==> config.mk <==
export PLATFORM = sky130hd
export DESIGN_NAME = rx_timestamp_delta_stats_unit
export DESIGN_NICKNAME = d
export VERILOG_FILES = /design/src/rtl/rtsd_pkg.sv /design/src/rtl/rtsd_div.sv /design/src/rtl/rtsd_ctrl.sv /design/src/rtl/rtsd_datapath.sv /design/src/rtl/rx_timestamp_delta_stats_unit.sv
export SDC_FILE = /design/constraint.sdc
export NUM_CORES = 2
export LEC_CHECK = 0
export ABC_CLOCK_PERIOD_IN_PS = 23700
export BUFFER_PORTS_ARGS = -buffer_cell sky130_fd_sc_hd__buf_2
export CAP_MARGIN = 20
export CORE_MARGIN = 1
export CORE_UTILIZATION = 44
export DETAILED_ROUTE_END_ITERATION = 10
export PLACE_DENSITY = 0.69
export SYNTH_ARGS = -nofsm -noshare
export SYNTH_HDL_FRONTEND = slang
export SYNTH_HIERARCHICAL = 1
export SYNTH_SLANG_ARGS = --single-unit
==> constraint.sdc <==
create_clock -name aclk -period 23.7 [get_ports aclk]
set_clock_uncertainty 0.05 [all_clocks]
set_input_delay 1.185 -clock aclk [delete_from_list [all_inputs] [get_ports aclk]]
set_output_delay 1.185 -clock aclk [all_outputs]
set_load 0.05 [all_outputs]
==> src/rtl/rtsd_pkg.sv <==
package rtsd_pkg;

    localparam int SEC_W    = 32;
    localparam int NS_W     = 63;
    localparam int PROD_W   = 62;
    localparam int FRAC_W   = 30;
    localparam int DELTA_W  = 64;
    localparam int CNT_W    = 32;
    localparam int IN_W     = 192;
    localparam int OUT_W    = 384;
    localparam int DIV_STEPS = 64;
    localparam int DIV_CNT_W = 6;

    localparam logic [FRAC_W-1:0]  NS_PER_SECOND = 30'd1000000000;
    localparam logic [PROD_W-1:0]  HALF_FRACTION = 62'h80000000;
    localparam logic [DELTA_W-1:0] DELTA_MAX     = 64'h7FFF_FFFF_FFFF_FFFF;
    localparam logic [DELTA_W-1:0] DELTA_MIN     = 64'h8000_0000_0000_0000;
    localparam logic [CNT_W-1:0]   CNT_FULL      = 32'hFFFF_FFFF;

    localparam logic REQ_COMPARE = 1'b0;
    localparam logic REQ_MISS    = 1'b1;

    // operand order for the shared multiplier
    localparam logic [1:0] MUL_SW_SEC  = 2'd0;
    localparam logic [1:0] MUL_SW_FRAC = 2'd1;
    localparam logic [1:0] MUL_HW_SEC  = 2'd2;
    localparam logic [1:0] MUL_HW_FRAC = 2'd3;

    typedef enum logic [3:0] {
        ST_IDLE,
        ST_START,
        ST_MUL,
        ST_CONV,
        ST_DIFF,
        ST_UPDATE,
        ST_DIV_START,
        ST_DIV_WAIT,
        ST_DONE
    } state_t;

    typedef struct packed {
        logic       load;
        logic       miss_en;
        logic       mul_en;
        logic [1:0] mul_sel;
        logic       conv_en;
        logic       diff_en;
        logic       update_en;
        logic       div_start;
        logic       mean_en;
        logic       out_load;
    } cmd_t;

    typedef struct packed {
        logic is_miss;
        logic div_done;
        logic out_free;
    } status_t;

endpackage

==> src/rtl/rtsd_div.sv <==
module rtsd_div
    import rtsd_pkg::*;
(
    input  logic               aclk,
    input  logic               aresetn,
    input  logic               start,
    input  logic [DELTA_W-1:0] dividend,
    input  logic [CNT_W-1:0]   divisor,
    output logic               done,
    output logic [DELTA_W-1:0] quotient
);

    logic                 busy_reg, busy_next;
    logic                 done_reg, done_next;
    logic [DIV_CNT_W-1:0] cnt_reg, cnt_next;
    logic                 neg_reg, neg_next;
    logic [CNT_W-1:0]     rem_reg, rem_next;
    logic [DELTA_W-1:0]   quo_reg, quo_next;
    logic [CNT_W-1:0]     dvs_reg, dvs_next;
    logic [CNT_W:0]       trial;
    logic [CNT_W:0]       trial_sub;
    logic                 fits;

    assign trial     = {rem_reg, quo_reg[DELTA_W-1]};
    assign fits      = (trial >= {1'b0, dvs_reg});
    assign trial_sub = trial - {1'b0, dvs_reg};

    always_comb begin
        busy_next = busy_reg;
        done_next = 1'b0;
        cnt_next  = cnt_reg;
        neg_next  = neg_reg;
        rem_next  = rem_reg;
        quo_next  = quo_reg;
        dvs_next  = dvs_reg;
        if (start) begin
            busy_next = 1'b1;
            cnt_next  = '0;
            neg_next  = dividend[DELTA_W-1];
            rem_next  = '0;
            quo_next  = dividend[DELTA_W-1] ? (~dividend + 64'd1) : dividend;
            dvs_next  = divisor;
        end else if (busy_reg) begin
            // one quotient bit a cycle, restoring
            rem_next = fits ? trial_sub[CNT_W-1:0] : trial[CNT_W-1:0];
            quo_next = {quo_reg[DELTA_W-2:0], fits};
            cnt_next = cnt_reg + 1'b1;
            if (cnt_reg == DIV_CNT_W'(DIV_STEPS - 1)) begin
                busy_next = 1'b0;
                done_next = 1'b1;
            end
        end
    end

    always_ff @(posedge aclk) begin
        if (!aresetn) begin
            busy_reg <= 1'b0;
            done_reg <= 1'b0;
            cnt_reg  <= '0;
        end else begin
            busy_reg <= busy_next;
            done_reg <= done_next;
            cnt_reg  <= cnt_next;
        end
        neg_reg <= neg_next;
        rem_reg <= rem_next;
        quo_reg <= quo_next;
        dvs_reg <= dvs_next;
    end

    assign done     = done_reg;
    assign quotient = neg_reg ? (~quo_reg + 64'd1) : quo_reg;

endmodule

==> src/rtl/rtsd_ctrl.sv <==
module rtsd_ctrl
    import rtsd_pkg::*;
(
    input  logic    aclk,
    input  logic    aresetn,
    input  logic    s_tvalid,
    output logic    s_tready,
    input  status_t sts,
    output cmd_t    cmd
);

    state_t     state_reg, state_next;
    logic [1:0] mul_cnt_reg, mul_cnt_next;

    always_comb begin
        state_next   = state_reg;
        mul_cnt_next = mul_cnt_reg;
        case (state_reg)
            ST_IDLE: begin
                if (s_tvalid) begin
                    state_next = ST_START;
                end
            end
            ST_START: begin
                mul_cnt_next = MUL_SW_SEC;
                state_next   = sts.is_miss ? ST_DONE : ST_MUL;
            end
            ST_MUL: begin
                mul_cnt_next = mul_cnt_reg + 2'd1;
                if (mul_cnt_reg == MUL_HW_FRAC) begin
                    state_next = ST_CONV;
                end
            end
            ST_CONV:      state_next = ST_DIFF;
            ST_DIFF:      state_next = ST_UPDATE;
            ST_UPDATE:    state_next = ST_DIV_START;
            ST_DIV_START: state_next = ST_DIV_WAIT;
            ST_DIV_WAIT: begin
                if (sts.div_done) begin
                    state_next = ST_DONE;
                end
            end
            ST_DONE: begin
                if (sts.out_free) begin
                    state_next = ST_IDLE;
                end
            end
            default: state_next = ST_IDLE;
        endcase
    end

    always_comb begin
        cmd      = '0;
        s_tready = 1'b0;
        cmd.mul_sel = mul_cnt_reg;
        case (state_reg)
            ST_IDLE: begin
                s_tready = 1'b1;
                cmd.load = s_tvalid;
            end
            ST_START:     cmd.miss_en   = sts.is_miss;
            ST_MUL:       cmd.mul_en    = 1'b1;
            ST_CONV:      cmd.conv_en   = 1'b1;
            ST_DIFF:      cmd.diff_en   = 1'b1;
            ST_UPDATE:    cmd.update_en = 1'b1;
            ST_DIV_START: cmd.div_start = 1'b1;
            ST_DIV_WAIT:  cmd.mean_en   = sts.div_done;
            ST_DONE:      cmd.out_load  = sts.out_free;
            default: cmd = '0;
        endcase
    end

    always_ff @(posedge aclk) begin
        if (!aresetn) begin
            state_reg   <= ST_IDLE;
            mul_cnt_reg <= '0;
        end else begin
            state_reg   <= state_next;
            mul_cnt_reg <= mul_cnt_next;
        end
    end

endmodule

==> src/rtl/rtsd_datapath.sv <==
module rtsd_datapath
    import rtsd_pkg::*;
(
    input  logic             aclk,
    input  logic             aresetn,
    input  logic [IN_W-1:0]  s_tdata,
    input  logic [0:0]       s_tuser,
    output logic             m_tvalid,
    input  logic             m_tready,
    output logic [OUT_W-1:0] m_tdata,
    input  cmd_t             cmd,
    output status_t          sts
);

    logic               miss_reg;
    logic [SEC_W-1:0]   op_reg [4];
    logic [SEC_W-1:0]   bracket_in_reg, age_in_reg;
    logic [PROD_W-1:0]  prod_reg [4];
    logic [NS_W-1:0]    sw_ns_reg, hw_ns_reg;
    logic [DELTA_W-1:0] diff_reg;

    logic [CNT_W-1:0]   count_reg, miss_cnt_reg;
    logic [DELTA_W-1:0] sum_reg, last_reg, mean_reg, low_reg, high_reg;
    logic [SEC_W-1:0]   bracket_reg, age_reg;

    logic               out_valid_reg;
    logic [OUT_W-1:0]   out_data_reg;

    logic [PROD_W-1:0]  sw_round, hw_round;
    logic [DELTA_W-1:0] sum_wrap, sum_sat;
    logic               sum_ovf;
    logic               first;
    logic               div_done;
    logic [DELTA_W-1:0] quotient;

    assign sw_round = prod_reg[MUL_SW_FRAC] + HALF_FRACTION;
    assign hw_round = prod_reg[MUL_HW_FRAC] + HALF_FRACTION;

    assign sum_wrap = sum_reg + diff_reg;
    assign sum_ovf  = (sum_reg[DELTA_W-1] == diff_reg[DELTA_W-1]) &&
                      (sum_wrap[DELTA_W-1] != sum_reg[DELTA_W-1]);
    assign sum_sat  = sum_ovf ? (diff_reg[DELTA_W-1] ? DELTA_MIN : DELTA_MAX) : sum_wrap;
    assign first    = (count_reg == '0);

    rtsd_div u_div (
        .aclk     (aclk),
        .aresetn  (aresetn),
        .start    (cmd.div_start),
        .dividend (sum_reg),
        .divisor  (count_reg),
        .done     (div_done),
        .quotient (quotient)
    );

    // capture and conversion datapath
    always_ff @(posedge aclk) begin
        if (cmd.load) begin
            miss_reg          <= (s_tuser[0] == REQ_MISS);
            op_reg[MUL_SW_SEC]  <= s_tdata[31:0];
            op_reg[MUL_SW_FRAC] <= s_tdata[63:32];
            op_reg[MUL_HW_SEC]  <= s_tdata[95:64];
            op_reg[MUL_HW_FRAC] <= s_tdata[127:96];
            bracket_in_reg    <= s_tdata[159:128];
            age_in_reg        <= s_tdata[191:160];
        end
        if (cmd.mul_en) begin
            prod_reg[cmd.mul_sel] <= PROD_W'(op_reg[cmd.mul_sel]) * PROD_W'(NS_PER_SECOND);
        end
        if (cmd.conv_en) begin
            // seconds part plus fraction rounded to nearest ns
            sw_ns_reg <= {1'b0, prod_reg[MUL_SW_SEC]} + NS_W'(sw_round[PROD_W-1:32]);
            hw_ns_reg <= {1'b0, prod_reg[MUL_HW_SEC]} + NS_W'(hw_round[PROD_W-1:32]);
        end
        if (cmd.diff_en) begin
            diff_reg <= {1'b0, sw_ns_reg} - {1'b0, hw_ns_reg};
        end
    end

    // statistics
    always_ff @(posedge aclk) begin
        if (!aresetn) begin
            count_reg    <= '0;
            miss_cnt_reg <= '0;
            sum_reg      <= '0;
            last_reg     <= '0;
            mean_reg     <= '0;
            low_reg      <= '0;
            high_reg     <= '0;
            bracket_reg  <= '0;
            age_reg      <= '0;
        end else begin
            if (cmd.miss_en && miss_cnt_reg != CNT_FULL) begin
                miss_cnt_reg <= miss_cnt_reg + 32'd1;
            end
            if (cmd.update_en) begin
                if (count_reg != CNT_FULL) begin
                    count_reg <= count_reg + 32'd1;
                end
                sum_reg     <= sum_sat;
                last_reg    <= diff_reg;
                bracket_reg <= bracket_in_reg;
                age_reg     <= age_in_reg;
                if (first || $signed(diff_reg) < $signed(low_reg)) begin
                    low_reg <= diff_reg;
                end
                if (first || $signed(diff_reg) > $signed(high_reg)) begin
                    high_reg <= diff_reg;
                end
            end
            if (cmd.mean_en) begin
                mean_reg <= quotient;
            end
        end
    end

    // output register: hold the item until taken
    always_ff @(posedge aclk) begin
        if (!aresetn) begin
            out_valid_reg <= 1'b0;
        end else if (cmd.out_load) begin
            out_valid_reg <= 1'b1;
        end else if (m_tready) begin
            out_valid_reg <= 1'b0;
        end
        if (cmd.out_load) begin
            out_data_reg <= {miss_cnt_reg, age_reg, bracket_reg, high_reg, low_reg,
                             mean_reg, last_reg, count_reg};
        end
    end

    assign m_tvalid     = out_valid_reg;
    assign m_tdata      = out_data_reg;
    assign sts.is_miss  = miss_reg;
    assign sts.div_done = div_done;
    assign sts.out_free = !out_valid_reg || m_tready;

endmodule

==> src/rtl/rx_timestamp_delta_stats_unit.sv <==
// Running statistics of the software-minus-hardware receive timestamp difference.
// Each input item carries two 32.32 NTP timestamps (or, with s_tuser set, reports a
// missing hardware timestamp); both are converted to nanoseconds with the fraction
// rounded to nearest, and the signed difference updates a saturating sample count and
// sum, the last value, minimum, maximum and the mean (sum / count, truncated toward
// zero). Every item returns one result with the current statistics. One item is worked
// on at a time: a compare item is converted and folded into the statistics before the
// next item can be accepted, most of the work being the 64-step serial restoring
// divide for the mean; a miss item only advances the miss count. A result that is
// still held by the sink delays the end of the next item until it is taken. The four
// nanosecond products share one 32x30 multiplier.
// A finished result waits in the output register while the next item is accepted.
module rx_timestamp_delta_stats_unit
    import rtsd_pkg::*;
(
    input  logic             aclk,
    input  logic             aresetn,
    input  logic             s_tvalid,
    output logic             s_tready,
    // sw_seconds, sw_fraction, hw_seconds, hw_fraction, bracket_ns, age_us
    input  logic [IN_W-1:0]  s_tdata,
    // req_type
    input  logic [0:0]       s_tuser,
    output logic             m_tvalid,
    input  logic             m_tready,
    // sample_total, delta_last, delta_mean, delta_low, delta_high,
    // bracket_last, age_last, miss_total
    output logic [OUT_W-1:0] m_tdata
);

    cmd_t    cmd;
    status_t sts;

    rtsd_ctrl u_ctrl (
        .aclk     (aclk),
        .aresetn  (aresetn),
        .s_tvalid (s_tvalid),
        .s_tready (s_tready),
        .sts      (sts),
        .cmd      (cmd)
    );

    rtsd_datapath u_datapath (
        .aclk     (aclk),
        .aresetn  (aresetn),
        .s_tdata  (s_tdata),
        .s_tuser  (s_tuser),
        .m_tvalid (m_tvalid),
        .m_tready (m_tready),
        .m_tdata  (m_tdata),
        .cmd      (cmd),
        .sts      (sts)
    );

endmodule

==> flow_summary_export.csv <==
group,metric,value,unit
run_status,status,"finished clean",
timing,setup_viol,0,
placed_design,io_buffer_count,582,
clock_tree,cts_resized,0,
logic_synthesis,synthFlopType,"edfxtp_1",
clock_tree,path_clk_slew,0.06,ns
global_routing,track_usage,22.6,%
logic_synthesis,yosysSeqAreaShare,47.6,%
drt,vias,58679,
global_routing,grt_first_pass_wirelength,346000,um
timing,rsz0062_at_grt,"no",
timing,finalCritPeriodShare,41.3,%
logic_synthesis,ys_ff_latch,1527,
logic_synthesis,synth_edf_count,1032,
finish,area_growth,13.0,%
critical_path,required,24.24,ns
clock_tree,clk_root_buffer_cell,"clkbuf_16",
clock_tree,cts_setup_buffers,0,
logic_synthesis,synth_warnings,6,
timing,fmax,102,MHz
die,start_util,44.5,%
worst_hold_path,hold_class,"reg2reg",
timing,drv_slew,0,
drt,ant_nets,0,
logic_synthesis,synthesis.area,85900,um^2
finish,drive_above_1_share,12.7,%
drt,drc,0,
logic_synthesis,synthCells,7575,
finish,final_nets,9215,
timing,slew_headroom,20.1,%
placed_design,gp_congestion,0.955,
critical_path,cp-start-kind,"flop",
timing,period_needed,9.78,ns
critical_path,worstSetupPathType,"reg2reg",
drt,routedWlPerCell,21.2,um
finish,fin_util,50.3,%
global_routing,antenna_found_initial,4,
critical_path,path_max_fanout,29,
clock_tree,cts_buffer_depth,3,
clock_tree,clkSinkCount,1527,
timing,hold_violations,0,
finish,largest_reg_flops,384,
clock_tree,hold_buffers,0,
global_routing,grt_pass1_vias,57883,
die,die_h,444,um
global_routing,grt_max_degree,251,
critical_path,end_kind,"flop",
finish,num-fill-cells,16972,
finish,final_area,97100,um^2
drt,drtIter0Drc,4169,
drt,firstDrtPassIters,8,
critical_path,cp.arrival,10.32,ns
clock_tree,cts_inserted_buffers,163,
drt,routed_wl,228000,um
die,core,193000,um^2
die,rows,161,
die,fp.dieW,444,um
drt,viasPerCell,5.45,
logic_synthesis,synth-async-reset-ratio,0,%
logic_synthesis,synth_top_cell_by_area,"edfxtp_1",
placed_design,placed_area,91500,um^2
global_routing,overflow,0,
die,floorplan.die_area,197000,um^2
timing,fin_setup_tns,0,ns
clock_tree,h-tree-depth,4,
die,io_pins,583,
logic_synthesis,synth_top_area_share,36.1,%
logic_synthesis,synth_nets,8690,
logic_synthesis,synth_cell_types,112,
placed_design,place_hpwl,172000,um
clock_tree,tritoncts,"done",
logic_synthesis,syn_area_per_cell,11.3,um^2
logic_synthesis,synth_area_leaders,"edfxtp_1, dfxtp_1, ha_1",
timing,worst_pin_slew,1.20,ns
clock_tree,clkLatencyLatePin,0.82,ns
run,cap_viol_max_count,0,
-- layout by cell type (no fill, tap or decap), types with 258 or more instances in the layout --
cell type,Yosys,final
edfxtp_1,1032,1032
inv_1,763,761
ha_1,603,603
buf_2,10,581
dfxtp_1,495,493
nand2_1,410,410
a21oi_1,397,397
nor2_1,388,385
mux2i_1,349,349
xnor2_1,340,340
fa_1,315,315
nand3_1,263,263
o21ai_0,258,258
-- area by class of cell --
type / instances / area [um^2] / share of cell area [%]
antenna: 1 / 2.50 / 0.00258
clock buffer: 212 / 4430 / 4.56
clock inverter: 94 / 1240 / 1.28
inverter: 764 / 2870 / 2.95
multi-input combinational: 4996 / 41100 / 42.3
sequential: 1527 / 40900 / 42.1
tap: 2526 / 3160 / 3.25
timing repair buffer: 648 / 3470 / 3.57
-- cells by family (layout without fill, tap and decap cells) --
| family | after synthesis | count (layout) | synth area share [%] |
|---|---|---|---|
| AO/OA/AOI/OAI | 1316 | 1316 | 10.1 |
| XOR/XNOR | 527 | 527 | 5.37 |
| adder cells (fa/ha/maj) | 918 | 918 | 16.1 |
| buffers and inverters | 1052 | 1718 | 4.77 |
| flip-flops | 1527 | 1527 | 47.6 |
| multiplexers | 388 | 388 | 5.01 |
| other | 0 | 1 | 0 |
| AND/OR/NAND/NOR | 1847 | 1847 | 11.0 |
-- stage by stage --
stage	hold WS (ns)	setup slack, ns	cells
2_1_floorplan	0.358	12.80	7575
3_3_place_gp	0.361	14.06	10460
3_5_place_dp	0.364	13.91	10461
4_1_cts	0.369	13.84	10767
5_1_grt	0.369	13.31	10768
6_report	0.359	13.92	10768
-- layer usage --
layer / GRT usage (%) / vias to the layer above / wire length, um
met5: 0 / - / 0
met4: 9.99 / 0 / 10500
met3: 3.21 / 405 / 10700
met2: 37.7 / 1549 / 109000
met1: 29.3 / 28729 / 98100
li1: - / 27996 / -
-- critical path, stage by stage, from the launching register on --
cell and delay [ns]:
dfxtp_1 0.45, or3_4 0.49, a21boi_4 0.49, buf_4 0.58, mux4_2 0.74, inv_1 0.19
fa_1 0.46, fa_1 0.52, fa_1 0.53, fa_1 0.52, fa_1 0.56, inv_1 0.06
fa_1 0.53, inv_1 0.05, fa_1 0.50, inv_1 0.05, ha_1 0.40, a21oi_1 0.21
o21ai_0 0.14, a221oi_1 0.36, o31ai_1 0.16, a221oi_2 0.29, a21o_2 0.24, o31ai_2 0.12
a221o_1 0.37, a21oi_1 0.17, xnor2_1 0.21
-- synthesized netlist by cell type (all sizes together), types with 59 or more instances --
library cell,number
inv,764
nor2b,236
fa,315
nor2,389
nand2,411
and3,81
clkbuf,229
and2,78
ha,603
nand3,265
dfxtp,495
nand4,112
o21ai,282
xnor2,340
xor2,187
a311o,66
a21oi,402
edfxtp,1032
mux2i,349
a21o,167
buf,59
-- worst paths after layout --
kind                           start                    endpoint  slack, ns  depth (start not counted)
max              u_ctrl/state_reg[2]  u_datapath/prod_reg[0][51]      13.92                         26
min          u_datapath/last_reg[47]      u_datapath/m_tdata[79]       0.36                          0
max reg2reg      u_ctrl/state_reg[2]  u_datapath/prod_reg[0][51]      13.92                         26
min reg2reg  u_datapath/last_reg[47]      u_datapath/m_tdata[79]       0.36                          0
Power is not shown: default switching activity piles up to over one toggle a cycle in this logic, so the estimate is an artifact.
